[src/design/slot_allocator_with_wait_queue_macros.svh]
// ----------------------------------------------------------------------------
// Slot allocator assertion macros
// Shared property wrappers; ASSERT_OFF compiles them away.
// Each macro samples on clk and is disabled while rst_n is low.
// ----------------------------------------------------------------------------
`ifndef SLOT_ALLOCATOR_WITH_WAIT_QUEUE_MACROS_SVH
`define SLOT_ALLOCATOR_WITH_WAIT_QUEUE_MACROS_SVH

`ifndef ASSERT_OFF
// same-cycle implication
`define SLA_ASSERT_IMP(lbl, ante, cons) \
  lbl: assert property (@(posedge clk) disable iff (!rst_n) (ante) |-> (cons)) \
    else $error("slot allocator check failed");
// next-cycle implication
`define SLA_ASSERT_NXT(lbl, ante, cons) \
  lbl: assert property (@(posedge clk) disable iff (!rst_n) (ante) |=> (cons)) \
    else $error("slot allocator check failed");
`else
`define SLA_ASSERT_IMP(lbl, ante, cons)
`define SLA_ASSERT_NXT(lbl, ante, cons)
`endif

`endif

[src/design/sla_pkg.sv]
`timescale 1ns / 1ps
// ----------------------------------------------------------------------------
// Slot allocator package
// Sizes, derived widths, request and status codes shared by all modules.
// ----------------------------------------------------------------------------
package sla_pkg;

  localparam int NUM_SLOTS  = 16;
  localparam int WAIT_DEPTH = 16;
  localparam int ID_WIDTH   = 16;

  localparam int SLOT_W = $clog2(NUM_SLOTS);
  localparam int WIDX_W = (WAIT_DEPTH > 1) ? $clog2(WAIT_DEPTH) : 1;
  localparam int CNT_W  = $clog2(WAIT_DEPTH + 1);

  typedef logic [ID_WIDTH-1:0] id_t;
  typedef logic [SLOT_W-1:0]   slot_idx_t;
  typedef logic [WIDX_W-1:0]   widx_t;
  typedef logic [CNT_W-1:0]    wcnt_t;

  // request codes
  localparam logic [1:0] ACT_BOOK   = 2'd0;
  localparam logic [1:0] ACT_CANCEL = 2'd1;
  localparam logic [1:0] ACT_SEARCH = 2'd2;

  // result status codes
  localparam logic [2:0] ST_BOOKED     = 3'd0;
  localparam logic [2:0] ST_WAITLISTED = 3'd1;
  localparam logic [2:0] ST_REJECTED   = 3'd2;
  localparam logic [2:0] ST_FREED      = 3'd3;
  localparam logic [2:0] ST_REASSIGNED = 3'd4;
  localparam logic [2:0] ST_INVALID    = 3'd5;
  localparam logic [2:0] ST_FOUND      = 3'd6;
  localparam logic [2:0] ST_NOT_FOUND  = 3'd7;

  // Take the low ID_WIDTH bits of a 16-bit ticket, zero-extending if wider.
  function automatic id_t to_id(input logic [15:0] ticket);
    logic [31:0] w;
    w = 32'(ticket);
    return w[ID_WIDTH-1:0];
  endfunction

endpackage

[src/design/slot_allocator_with_wait_queue.sv]
`timescale 1ns / 1ps
// ----------------------------------------------------------------------------
// Slot allocator with wait queue
// Books ids into the lowest free slot, queues them when full, frees and
// reseats slots on cancel, and searches for an id.
// ----------------------------------------------------------------------------
// Usage:
//   Input words (in_action, in_ticket_id, in_slot_number) are taken when
//   in_valid is high and in_stall is low. Every word yields exactly one
//   result word on the out_ channel, held until out_stall is low.
//   The slot table lives in a ring of NUM_SLOTS cells. Each request rotates
//   the ring once, one slot passing the compare point per cycle, so a word
//   passes through an accept state, a scan of every slot and a finish
//   state: the result is registered in the finish state, and a new word
//   is taken only once the finish state is left, one word at a time.
//   The waitlist is updated in the finish cycle.
//   A new word may be accepted while the previous result still waits;
//   if the receiver stalls, the next result is held in the finish cycle
//   until the output register frees up.
//   Reset (rst_n low, synchronous) frees every slot and empties the
//   waitlist; no clearing pass is needed.
// ----------------------------------------------------------------------------
`include "slot_allocator_with_wait_queue_macros.svh"

module slot_allocator_with_wait_queue
  import sla_pkg::*;
(
  input  logic        clk,
  input  logic        rst_n,
  input  logic        in_valid,
  output logic        in_stall,
  input  logic [1:0]  in_action,
  input  logic [15:0] in_ticket_id,
  input  logic [4:0]  in_slot_number,
  output logic        out_valid,
  input  logic        out_stall,
  output logic [2:0]  out_status,
  output logic [3:0]  out_slot_out,
  output logic [15:0] out_id_out,
  output logic [4:0]  out_waiting_count
);

  typedef enum logic [1:0] {S_IDLE, S_SCAN, S_FINISH} state_t;

  localparam slot_idx_t LAST_SLOT = slot_idx_t'(NUM_SLOTS - 1);

  state_t      state_r;
  logic [1:0]  action_r;
  id_t         id_r;
  logic [4:0]  slot_r;
  slot_idx_t   cnt_r;
  logic        found_r;
  slot_idx_t   pos_r;
  id_t         hold_id_r;

  logic        out_valid_r;
  logic [2:0]  out_status_r;
  logic [3:0]  out_slot_r;
  logic [15:0] out_id_r;
  logic [4:0]  out_wc_r;

  id_t   cell_q [NUM_SLOTS];
  id_t   q0;
  id_t   tail_d;
  id_t   wr_val;
  logic  shift_en;
  logic  at_slot;
  logic  book_hit, srch_hit, canc_hit, wr_en;
  logic  in_accept, out_free;

  id_t   fifo_head;
  wcnt_t fifo_count;
  logic  fifo_push, fifo_pop;
  wcnt_t wc_nxt;

  logic [2:0]  fin_status;
  logic [31:0] fin_slot_w;
  logic [31:0] fin_id_w;
  logic [31:0] wc_w;

  assign in_stall  = (state_r != S_IDLE);
  assign in_accept = in_valid && !in_stall;
  assign out_free  = !out_valid_r || !out_stall;
  assign shift_en  = (state_r == S_SCAN);

  // ring of slot cells; the last cell takes cell 0's id or a new one
  for (genvar i = 0; i < NUM_SLOTS; i++) begin : g_cell
    if (i == NUM_SLOTS - 1) begin : g_last
      sla_cell u_cell (
        .clk     (clk),
        .rst_n   (rst_n),
        .shift_en(shift_en),
        .d_in    (tail_d),
        .q       (cell_q[i])
      );
    end else begin : g_mid
      sla_cell u_cell (
        .clk     (clk),
        .rst_n   (rst_n),
        .shift_en(shift_en),
        .d_in    (cell_q[i+1]),
        .q       (cell_q[i])
      );
    end
  end

  sla_wait_fifo u_fifo (
    .clk      (clk),
    .rst_n    (rst_n),
    .push     (fifo_push),
    .push_data(id_r),
    .pop      (fifo_pop),
    .head_data(fifo_head),
    .count    (fifo_count)
  );

  // compare point: slot cnt_r sits in cell 0 during the scan
  always_comb begin
    q0       = cell_q[0];
    at_slot  = (32'(cnt_r) == 32'(slot_r));
    book_hit = shift_en && (action_r == ACT_BOOK) && (id_r != '0) && !found_r
               && (q0 == '0);
    srch_hit = shift_en && (action_r == ACT_SEARCH) && !found_r && (q0 == id_r);
    canc_hit = shift_en && (action_r == ACT_CANCEL) && at_slot && (q0 != '0);
    wr_en    = book_hit || canc_hit;
    wr_val   = book_hit ? id_r : ((fifo_count != '0) ? fifo_head : '0);
    tail_d   = wr_en ? wr_val : q0;
  end

  // finish: waitlist update and result fields
  always_comb begin
    fifo_push  = 1'b0;
    fifo_pop   = 1'b0;
    fin_status = ST_INVALID;
    fin_slot_w = '0;
    fin_id_w   = '0;
    if ((state_r == S_FINISH) && out_free) begin
      unique case (action_r)
        ACT_BOOK: begin
          priority if (found_r) begin
            fin_status = ST_BOOKED;
            fin_slot_w = 32'(pos_r);
          end else if ((id_r != '0) && (32'(fifo_count) < WAIT_DEPTH)) begin
            fin_status = ST_WAITLISTED;
            fifo_push  = 1'b1;
          end else begin
            fin_status = ST_REJECTED;
          end
        end
        ACT_CANCEL: begin
          if (found_r) begin
            fin_status = (fifo_count != '0) ? ST_REASSIGNED : ST_FREED;
            fifo_pop   = (fifo_count != '0);
            fin_slot_w = 32'(pos_r);
            fin_id_w   = 32'(hold_id_r);
          end
        end
        ACT_SEARCH: begin
          if (found_r) begin
            fin_status = ST_FOUND;
            fin_slot_w = 32'(pos_r);
          end else begin
            fin_status = ST_NOT_FOUND;
          end
        end
        default: begin
          fin_status = ST_INVALID;
        end
      endcase
    end
    wc_nxt = fifo_count + wcnt_t'(fifo_push) - wcnt_t'(fifo_pop);
    wc_w   = 32'(wc_nxt);
  end

  // sequencer: hold request, step the scan, load the result register
  always_ff @(posedge clk) begin
    if (!rst_n) begin
      state_r     <= S_IDLE;
      out_valid_r <= 1'b0;
      found_r     <= 1'b0;
      cnt_r       <= '0;
    end else begin
      // drop a taken result unless the finish cycle loads a new one
      if (out_valid_r && !out_stall && (state_r != S_FINISH)) begin
        out_valid_r <= 1'b0;
      end
      unique case (state_r)
        S_IDLE: begin
          if (in_accept) begin
            action_r <= in_action;
            id_r     <= to_id(in_ticket_id);
            slot_r   <= in_slot_number;
            found_r  <= 1'b0;
            cnt_r    <= '0;
            state_r  <= S_SCAN;
          end
        end
        S_SCAN: begin
          if (book_hit || srch_hit || canc_hit) begin
            found_r <= 1'b1;
            pos_r   <= cnt_r;
          end
          if (canc_hit) begin
            hold_id_r <= (fifo_count != '0) ? fifo_head : q0;
          end
          if (cnt_r == LAST_SLOT) begin
            cnt_r   <= '0;
            state_r <= S_FINISH;
          end else begin
            cnt_r <= cnt_r + slot_idx_t'(1);
          end
        end
        S_FINISH: begin
          if (out_free) begin
            out_valid_r  <= 1'b1;
            out_status_r <= fin_status;
            out_slot_r   <= fin_slot_w[3:0];
            out_id_r     <= fin_id_w[15:0];
            out_wc_r     <= wc_w[4:0];
            state_r      <= S_IDLE;
          end
        end
        default: begin
          state_r <= S_IDLE;
        end
      endcase
    end
  end

  assign out_valid         = out_valid_r;
  assign out_status        = out_status_r;
  assign out_slot_out      = out_slot_r;
  assign out_id_out        = out_id_r;
  assign out_waiting_count = out_wc_r;

  // checks
  `SLA_ASSERT_IMP(a_fifo_bound, 1'b1, 32'(fifo_count) <= WAIT_DEPTH)
  `SLA_ASSERT_IMP(a_push_room, fifo_push, 32'(fifo_count) < WAIT_DEPTH)
  `SLA_ASSERT_IMP(a_pop_nonempty, fifo_pop, fifo_count != '0)
  `SLA_ASSERT_NXT(a_accept_scan, in_accept, state_r == S_SCAN && cnt_r == '0)
  `SLA_ASSERT_IMP(a_one_write, wr_en, !(book_hit && canc_hit))

endmodule

[src/design/sla_cell.sv]
`timescale 1ns / 1ps
// ----------------------------------------------------------------------------
// Slot cell
// Holds the id of one slot of the ring; shifts to its neighbor when enabled.
// ----------------------------------------------------------------------------
module sla_cell
  import sla_pkg::*;
(
  input  logic clk,
  input  logic rst_n,
  input  logic shift_en,
  input  id_t  d_in,
  output id_t  q
);

  id_t id_r;

  // clear to free at reset, take neighbor's id while the ring rotates
  always_ff @(posedge clk) begin
    if (!rst_n) begin
      id_r <= '0;
    end else if (shift_en) begin
      id_r <= d_in;
    end
  end

  assign q = id_r;

endmodule

[src/design/sla_wait_fifo.sv]
`timescale 1ns / 1ps
// ----------------------------------------------------------------------------
// Wait FIFO
// Circular waitlist of ids with registered head read.
// ----------------------------------------------------------------------------
module sla_wait_fifo
  import sla_pkg::*;
(
  input  logic  clk,
  input  logic  rst_n,
  input  logic  push,
  input  id_t   push_data,
  input  logic  pop,
  output id_t   head_data,
  output wcnt_t count
);

  id_t   mem [WAIT_DEPTH];
  widx_t head_r;
  wcnt_t count_r;
  id_t   head_data_r;
  widx_t tail;
  logic [WIDX_W:0] tail_sum;

  // tail = (head + count) mod depth; the sum stays below twice the depth
  always_comb begin
    tail_sum = (WIDX_W+1)'(head_r) + (WIDX_W+1)'(count_r);
    if (32'(tail_sum) >= WAIT_DEPTH) begin
      tail_sum = tail_sum - (WIDX_W+1)'(WAIT_DEPTH);
    end
    tail = tail_sum[WIDX_W-1:0];
  end

  // write the tail entry, read the head entry
  always_ff @(posedge clk) begin
    if (push) begin
      mem[tail] <= push_data;
    end
    head_data_r <= mem[head_r];
  end

  // advance head and count
  always_ff @(posedge clk) begin
    if (!rst_n) begin
      head_r  <= '0;
      count_r <= '0;
    end else begin
      if (pop) begin
        head_r <= (32'(head_r) == WAIT_DEPTH - 1) ? '0 : head_r + widx_t'(1);
      end
      if (push && !pop) begin
        count_r <= count_r + wcnt_t'(1);
      end else if (pop && !push) begin
        count_r <= count_r - wcnt_t'(1);
      end
    end
  end

  assign head_data = head_data_r;
  assign count     = count_r;

endmodule

[config.mk]
export PLATFORM = sky130hd
export DESIGN_NAME = slot_allocator_with_wait_queue
export DESIGN_NICKNAME = d
export VERILOG_FILES = /design/src/design/sla_pkg.sv /design/src/design/slot_allocator_with_wait_queue.sv /design/src/design/sla_cell.sv /design/src/design/sla_wait_fifo.sv
export VERILOG_INCLUDE_DIRS = /design/src /design/src/design
export SDC_FILE = /design/constraint.sdc
export NUM_CORES = 1
export LEC_CHECK = 0
export BUFFER_PORTS_ARGS = -buffer_cell sky130_fd_sc_hd__buf_2
export CAP_MARGIN = 20
export CORE_MARGIN = 4
export CORE_UTILIZATION = 55
export DETAILED_ROUTE_END_ITERATION = 10
export GPL_ROUTABILITY_DRIVEN = 0
export PLACE_DENSITY = 0.69
export SYNTH_ARGS = -nofsm -noshare
export SYNTH_HDL_FRONTEND = slang
export SYNTH_SLANG_ARGS = --single-unit
[constraint.sdc]
create_clock -name clk -period 4.8 [get_ports clk]
set_input_delay 0.48 -clock clk [delete_from_list [all_inputs] [get_ports clk]]
set_output_delay 0.48 -clock clk [all_outputs]
set_load 0.1 [all_outputs]
**Yosys cells after proc, flatten, opt, wreduce, memory -nomap -nowiden**

Memory sizes are Yosys's and may differ from the RTL's. A register that Yosys moved wholly into a read port is not among the register bits.
Cells that the tools add are included.
W data, S select, Z words.

- Bits in writable memories: 256
- Word-level logic and storage cells: 137
- Bits of input ports: 27
- Output and inout bits: 30
- Memories kept: 1
- Bits in registers: 344

Memories:

| memory | words | bits a word | read ports | clocked after Yosys merged registers in | write ports | RTL line | text |
|---|---|---|---|---|---|---|---|
| u_fifo.mem | 16 | 16 | 1 | 1 | 1 | sla_wait_fifo.sv:18 | `id_t mem [WAIT_DEPTH];` |

- Equality and inequality tests: 13
- Mux-type cells: 36
- Magnitude comparators: 2
- Reductions and logical operators: 46
- $add $sub $neg: 8

Operator list:

| cell | number |
|---|---|
| $mux W16 | 4 |
| $reduce_bool A16 Y1 | 2 |
| $reduce_and A3 Y1 | 8 |
| $logic_and A1 B1 Y1 | 17 |
| $eq A16 B16 Y1 | 1 |
| $logic_not A16 Y1 | 1 |
| $mux W4 | 4 |
| $mux W1 | 15 |
| $mux W2 | 5 |
| $mux W5 | 2 |
| $pmux W3 S3 | 1 |
| $add A4 B1 Y4 const B | 2 |
| $eq A4 B4 Y1 const B | 2 |
| $pmux W4 S2 | 1 |
| $logic_not A1 Y1 | 6 |
| $mux W3 | 2 |
| $ne A2 B2 Y1 const B | 3 |
| $pmux W2 S3 | 1 |
| $reduce_bool A2 Y1 | 3 |
| $add A4 B5 Y5 | 1 |
| $add A5 B1 Y5 | 1 |
| $add A5 B1 Y5 const B | 1 |
| $eq A4 B5 Y1 | 1 |
| $ge A5 B5 Y1 const B | 1 |
| 13 further kinds | 20 |

**Logic depth before layout (Yosys ltp)**

Gate-level depths: netlist (run 1).

- Depth after elaboration: 10
- Depth in mapped cells: 16
- Mapped depth without buffers: 15

**Hierarchy**

A second synthesis (run 1) with hierarchy kept.

- Cell total of the unflattened synthesis: 1675
- Area total of the unflattened synthesis: 24649.9 sq um

Modules (own cells, without submodules):

| module | cells an instance | area an instance (sq um) | sequential area each (sq um) | instances |
|---|---|---|---|---|
| sla_wait_fifo | 506 | 10706.5 | 8187.9 | 1 |
| sla_cell | 51 | 615.6 | 320.3 | 16 |
| slot_allocator_with_wait_queue | 353 | 4093.9 | 2292.2 | 1 |

**Least setup slack after synthesis (run 1)**

OpenSTA, ideal clock, no wires.

- Path type: register to register
- Start: register out_valid_r, in the netlist out_valid
- End: register out_wc_r[4], in the netlist out_waiting_count[4], data pin
- Slack: 1755 ps
- Period minus slack after synthesis: 3045 ps
- Setup time: 260 ps
- Stages on the path, launching flop included: 15
- Arrival: 2785 ps
- Cells stage by stage: dfxtp_1 > nand2_1 > nor4b_4 > nand2_1 > inv_2 > ha_1 > inv_1 > ha_1 > inv_1 > fa_1 > inv_1 > a21oi_1 > nor2_1 > nor2_1 > xnor2_1

RTL lines:

| what | RTL line | text |
|---|---|---|
| from (decl) | slot_allocator_with_wait_queue.sv:56 | `logic out_valid_r;` |
| from (signal assigned) | slot_allocator_with_wait_queue.sv:179 | `out_valid_r <= 1'b0;` |
| from (signal assigned) | slot_allocator_with_wait_queue.sv:185 | `out_valid_r <= 1'b0;` |
| from (signal assigned) | slot_allocator_with_wait_queue.sv:215 | `out_valid_r <= 1'b1;` |
| $logic_not A1 Y1 | slot_allocator_with_wait_queue.sv:83 | `assign out_free = !out_valid_r \|\| !out_stall;` |
| $logic_or A1 B1 Y1 | slot_allocator_with_wait_queue.sv:83 |  |
| $logic_and A1 B1 Y1 | slot_allocator_with_wait_queue.sv:137 | `if ((state_r == S_FINISH) && out_free) begin` |
| $mux W1 | slot_allocator_with_wait_queue.sv:137 |  |
| via fifo_pop | slot_allocator_with_wait_queue.sv:73 | `logic fifo_push, fifo_pop;` |
| $sub A5 B1 Y5 | slot_allocator_with_wait_queue.sv:171 | `wc_nxt = fifo_count + wcnt_t'(fifo_push) - wcnt_t'(fifo_pop);` |
| via wc_nxt[4] | slot_allocator_with_wait_queue.sv:74 | `wcnt_t wc_nxt;` |
| to (signal assigned) | slot_allocator_with_wait_queue.sv:219 | `out_wc_r <= wc_w[4:0];` |
| to (decl) | slot_allocator_with_wait_queue.sv:60 | `logic [4:0] out_wc_r;` |

The timed path passes the listed nets, and every way through them passes these cells.
A chain may end at the register's enable or synchronous reset.

**Final worst setup path (run 1)**

- Start: register id_r[4]
- End: register u_fifo.count_r[4], in the netlist u_fifo.count[4]

- Longest elaborated chain between the ends: 9

Ends and longest elaborated chain:

| what | RTL line | text |
|---|---|---|
| from (decl) | slot_allocator_with_wait_queue.sv:49 | `id_t id_r;` |
| from (signal assigned) | slot_allocator_with_wait_queue.sv:191 | `id_r <= to_id(in_ticket_id);` |
| $reduce_bool A16 Y1 (*) | slot_allocator_with_wait_queue.sv:143 | `end else if ((id_r != '0) && (32'(fifo_count) < WAIT_DEPTH)) begin` |
| $logic_and A1 B1 Y1 (*) | slot_allocator_with_wait_queue.sv:143 |  |
| $mux W1 (*) | slot_allocator_with_wait_queue.sv:143 |  |
| $mux W1 (*) | slot_allocator_with_wait_queue.sv:140 | `priority if (found_r) begin` |
| $mux W1 (*) | slot_allocator_with_wait_queue.sv:138 | `unique case (action_r)` |
| $mux W1 (*) | slot_allocator_with_wait_queue.sv:137 |  |
| $logic_not A1 Y1 | sla_wait_fifo.sv:53 | `end else if (pop && !push) begin` |
| $logic_and A1 B1 Y1 | sla_wait_fifo.sv:53 |  |
| $reduce_bool A2 Y1 (no line) | -- |  |
| to (signal assigned) | sla_wait_fifo.sv:52 | `count_r <= count_r + wcnt_t'(1);` |
| to (signal assigned) | sla_wait_fifo.sv:54 | `count_r <= count_r - wcnt_t'(1);` |
| to (decl) | sla_wait_fifo.sv:20 | `wcnt_t count_r;` |

Every way passes the cells marked *; elsewhere a longest branch is shown, timed or not.

==> impl_metrics.csv, run 1 <==
group,metric,value,unit
setup_path,critPathMaxFanout,19,
sta,worstMarginPinSlew,1.06,ns
pwr,clkPwrFrac,0.456,
placed_design,io_buffers,56,
yosys,syn_avg_cell_area,12.2,sq um
floorplan,dieArea,45500,sq um
yosys,syn_nets,1940,
pwr,pwr-share-seq,0.522,
pwr,swShare,0.201,
pwr,p_int,8550,uW
setup_path,crit_path_cell_trace,"nor4_1, a41oi_1, and3_1, ha_1, inv_1, ha_1, a21o_1, a21oi_1, xnor2_1, or3_1, a21oi_1",
pwr,leakage,0.00844,uW
routing,vias,14400,
floorplan,die_y,213,um
sta,rsz0062_at_grt,"false",
global_route,antenna_found_initial,0,
sta,hold_ws,0.0458,ns
routing,dr.pass1.iters,5,
layout,antenna_cells,0,
clock_network,cts_tree,"yes",
routing,drc,0,
layout,final_cell_mix,"nand2_1, edfxtp_1, dfxtp_1, a21oi_1, mux4_2",
sta,hold_viol_final,0,
clock_network,cts_root_buffer,"clkbuf_16",
layout,area_growth,12.2,%
floorplan,fp-row-count,74,
global_route,grt_first_pass_wirelength,76000,um
setup_path,crit_family,"simple AND/OR/NAND/NOR gates",
setup_path,worstSetupPathType,"reg -> reg",
setup_path,endpoint_kind,"register",
routing,drt_iter0_drc,1448,
sta,fmax,0.262,GHz
setup_path,cp_slowest_cell,"nor4_1",
layout,nNetsFinal,1972,
sta,maxSlewViolCount,0,
yosys,synth.ff_latch_count,616,
pwr,p_switching,2150,uW
routing,wire_per_inst,19.2,um
routing,vias_per_cell,5.73,
layout,fin_util,0.630,
floorplan,io_pins,57,
yosys,postSynth.asyncResetShare,0,
pwr,power_density,411,nW/um^2
clock_network,numCtsBuffers,59,
sta,max_slew_margin,0.291,
yosys,synth_edf_count,327,
yosys,postSynthCellCount,1895,
sta,fin_skew,0.0150,ns
sta,fin_crit_sh,0.794,
clock_network,h-tree-depth,2,
floorplan,start_util,0.561,
global_route,grt_overflow_total,0,
floorplan,core,41300,sq um
sta,layout_min_cycle_time,3.81,ns
yosys,netlist-cell-type-count,53,
yosys,synth_top_flop_cell,"edfxtp_1",
clock_network,postCtsSetupRepairBufs,0,
clock_network,path_clk_slew,0.06,ns
routing,totalWireLength,48200,um
setup_path,cp.arrival,4.34,ns
yosys,syn_area,23200,sq um
pwr,combPwrFrac,0.022,
global_route,track_usage,0.214,
layout,drive_gt1_frac,0.151,
sta,final-setup-viol-count,0,
pwr,finalPower,10700,uW
setup_path,max_stage_delay,0.71,ns
yosys,seq_area_frac_synth,0.673,
pwr,peakVddDrop,0.272,mV
clock_network,cts.sinks,616,
floorplan,dieWidth,213,um
clock_network,clk_latency,0.61,ns
global_route,grt_pass1_vias,13600,
yosys,yosysWarnings,0,
setup_path,startpoint_type,"register",
routing,final_antenna_net_count,0,
run_status,status,"complete, no violations",
clock_network,cts_resized,0,
layout,mostFrequentLayoutCell,"nand2_1",
setup_path,worstPathRequired,5.33,ns
clock_network,clockBufferDepth,3,
min_path,hp-class,"in -> reg",
clock_network,ctsHoldBuffers,0,
flow_run,maxCapViolCount,0,
global_route,grt_max_degree,243,
sta,setup_tns,0,ns
placed_design,dp.final_hpwl,27800,um
setup_path,critPathBufInv,1,
## cells in the mapped netlist, drive strengths merged, types with 18 or more instances
cell type,count,area (sq um)
a21oi,256,1280
buf,34,228
clkbuf,87,327
dfxtp,289,5790
edfxtp,327,9820
inv,18,67.6
mux4,80,1800
nand2,563,2110
nand4,22,144
nor2,36,135
o21ai,40,234
xnor2,20,175
## final timing paths
path | startpoint | endpoint | slack (ns) | depth (start not counted)
setup / recovery | id_r[4] | u_fifo.count[4] | 0.99 | 11
hold / removal | in_ticket_id[11] | id_r[11] | 0.05 | 1
setup reg to reg | id_r[4] | u_fifo.count[4] | 0.99 | 11
hold reg to reg | g_cell[5].g_mid.u_cell.q[2] | g_cell[4].g_mid.u_cell.q[2] | 0.44 | 2
## state kept, by name, summed over array words and instances, names as in the netlist
signal	cells
action_r	2
cnt_r	4
found_r	1
g_cell.g_last.u_cell.q	16
g_cell.g_mid.u_cell.q	240
hold_id_r	16
id_r	16
out_id_out	16
out_slot_out	4
out_status	3
out_valid	1
out_waiting_count	5
pos_r	4
slot_r	5
state_r	2
u_fifo.count	5
u_fifo.head_data	16
u_fifo.head_r	4
u_fifo.mem	256
## logic make-up after synthesis
family                   Yosys count  synth area share
flip-flops                       616             0.673
AO/OA/AOI/OAI                    327            0.0773
buffers and inverters            140            0.0270
adder cells (fa/ha/maj)           18            0.0107
multiplexers                      82            0.0786
XOR/XNOR                          34            0.0128
AND/OR/NAND/NOR                  678             0.121
## final cells by class
class	count	area, sq um
inverters	19	78.8
fillers	3128	15300
flip-flops and latches	616	15600
multi-input cells	1139	6970
well taps	532	666
repair buffers	92	596
clock buffers	86	1790
clock inverters	24	314
## metrics by stage
stage                     worst slack, ns  area (sq um)  cells
final                               0.989         26000   2508
after global routing                0.842         26000   2508
after CTS                            1.05         26000   2507
after floorplan                      1.75         23200   1895
after detailed placement             1.08         23900   2397
after global placement               1.24         23900   2397
## power groups by stage
| stage | clock network, uW | registers (uW) | logic [uW] |
|---|---|---|---|
| floorplan | 0 | 5690 | 174 |
| global placement | 0 | 5700 | 231 |
| detailed placement | 0 | 5700 | 232 |
| CTS | 4980 | 5590 | 233 |
| global route | 5200 | 5590 | 257 |
| finish | 4880 | 5590 | 231 |
## metal layers
| layer | global-route usage | vias to the layer above | wire [um] |
|---|---|---|---|
| met4 | 0.0772 | 0 | 1490 |
| met2 | 0.327 | 510 | 22000 |
| met3 | 0.0353 | 110 | 3600 |
| met5 | 0 | - | 0 |
| met1 | 0.315 | 7012 | 21100 |
| li1 | - | 6735 | - |
Note: power is estimated with default switching activity, not from simulation.
==> run 2, diff against run 1 <==
Clock period 4.8 ns to 3.8 ns, I/O delays scaled along.
==> run 2 against run 1 <==
Effect of this change:
- routed wire length up 1.9%
- maximum frequency up 12%
- die area unchanged
- sequential power up 26%
- via count up 0.87%
- first-iteration DRC count up 8.1%
- global-route usage up 0.39 points
- flip-flop and latch count unchanged
- non-clock buffer count up 42
- worst hold slack better by 0.11 ns
- cell area up 1.5%
- critical path type unchanged
==> impl_metrics.csv, run 2 (synthesized netlist as in run 1, its figures left out) <==
group,metric,value,unit
layout,drive_gt1_frac,0.156,
min_path,hp-class,"in -> reg",
global_route,grt_overflow_total,0,
global_route,antenna_found_initial,0,
setup_path,crit_path_cell_trace,"nor4_1, buf_4, a41oi_1, and3_1, ha_1, inv_1, ha_1, a21o_1, a21oi_1, xnor2_1, or3_1, a21oi_1",
global_route,track_usage,0.218,
routing,vias_per_cell,5.69,
routing,drt_iter0_drc,1566,
clock_network,cts.sinks,616,
pwr,clkPwrFrac,0.454,
routing,dr.pass1.iters,5,
routing,wire_per_inst,19.3,um
sta,worstMarginPinSlew,1.07,ns
floorplan,io_pins,57,
setup_path,cp_slowest_cell,"nor4_1",
floorplan,fp-row-count,74,
sta,maxSlewViolCount,0,
clock_network,numCtsBuffers,59,
sta,fin_crit_sh,0.893,
routing,drc,0,
clock_network,postCtsSetupRepairBufs,0,
clock_network,cts_resized,0,
sta,final-setup-viol-count,0,
placed_design,placed_area,24100,sq um
clock_network,cts_root_buffer,"clkbuf_16",
floorplan,core,41300,sq um
sta,layout_min_cycle_time,3.39,ns
layout,final_cell_mix,"nand2_1, edfxtp_1, dfxtp_1, a21oi_1, mux4_2",
clock_network,path_clk_slew,0.06,ns
pwr,pwr-share-seq,0.520,
floorplan,dieWidth,213,um
global_route,grt_pass1_vias,14100,
flow_run,maxCapViolCount,0,
pwr,swShare,0.200,
sta,setup_tns,0,ns
sta,fin_skew,0.0283,ns
pwr,p_switching,2710,uW
setup_path,startpoint_type,"register",
layout,nNetsFinal,2014,
placed_design,dp_cells,2416,
sta,hold_viol_final,0,
setup_path,worstSetupPathType,"reg -> reg",
setup_path,endpoint_kind,"register",
clock_network,h-tree-depth,2,
routing,final_antenna_net_count,0,
routing,totalWireLength,49100,um
layout,design_area,26400,sq um
pwr,combPwrFrac,0.027,
routing,vias,14500,
floorplan,die_y,213,um
placed_design,io_buffers,56,
layout,stdcell_count,2549,
clock_network,clockBufferDepth,3,
run_status,status,"complete, no violations",
pwr,leakage,0.00863,uW
pwr,power_density,512,nW/um^2
layout,antenna_cells,0,
sta,fmax,0.295,GHz
setup_path,worstPathRequired,4.33,ns
clock_network,cts_tree,"yes",
global_route,grt_max_degree,243,
pwr,peakVddDrop,0.290,mV
sta,max_slew_margin,0.287,
setup_path,critPathMaxFanout,6,
placed_design,dp.final_hpwl,28700,um
floorplan,dieArea,45500,sq um
setup_path,max_stage_delay,0.54,ns
layout,largest_reg_flops,256,
clock_network,clk_latency,0.62,ns
clock_network,ctsHoldBuffers,22,
layout,mostFrequentLayoutCell,"nand2_1",
floorplan,start_util,0.561,
layout,regMostFlops,"u_fifo.mem",
pwr,p_int,10800,uW
global_route,grt_first_pass_wirelength,77300,um
setup_path,cp.arrival,3.92,ns
sta,rsz0062_at_grt,"false",
layout,fin_util,0.640,
layout,area_growth,13.9,%
-- run 2: power groups by stage --
stage                     Clock, uW  Combinational (uW)  Sequential [uW]
after floorplan                   0                 220             7190
after global placement            0                 339             7180
after detailed placement          0                 342             7180
after CTS                      6260                 360             7030
after global routing           6560                 397             7030
final                          6140                 360             7030
-- run 2: worst paths after layout --
kind | start | end | slack (ns) | cells after the start
worst max register to register | id_r[7] | u_fifo.count[4] | 0.41 | 12
worst min register to register | g_cell[5].g_mid.u_cell.q[11] | g_cell[4].g_mid.u_cell.q[11] | 0.45 | 2
worst min-delay path | out_stall | out_valid | 0.15 | 3
worst max-delay path | id_r[7] | u_fifo.count[4] | 0.41 | 12
-- run 2: final cells by class --
type,count,area [sq um]
Inverter,19,78.8
Multi-Input combinational cell,1139,6970
Clock buffer,83,1700
Sequential cell,616,15600
Timing Repair Buffer,134,1020
Tap cell,532,666
Fill cell,2973,14900
Clock inverter,26,363
-- run 2: per-layer routing --
layer / up-vias / part of all wire / GRT usage
met5: - / 0 / 0
met4: 0 / 0.025 / 0.0655
met3: 77 / 0.071 / 0.0498
met2: 450 / 0.48 / 0.348
met1: 7155 / 0.43 / 0.303
li1: 6810 / - / -
-- run 2: worst max-delay path: cells and delay by family, from the launching register on --
kind            cells  cell delay [ns]
flops               1             0.41
compound gates      4             0.72
simple gates        3             1.21
fa+ha+maj           2             0.54
xor+xnor            1             0.09
buf+inv             2             0.37
-- run 2: metrics by stage --
step	hold WS, ns	setup slack, ns	power, uW
after CTS	0.00396	0.456	13700
after global routing	0.143	0.275	14000
final	0.154	0.407	13500
after global placement	0.436	0.496	7520
after floorplan	0.429	0.755	7410
after detailed placement	0.441	0.486	7520
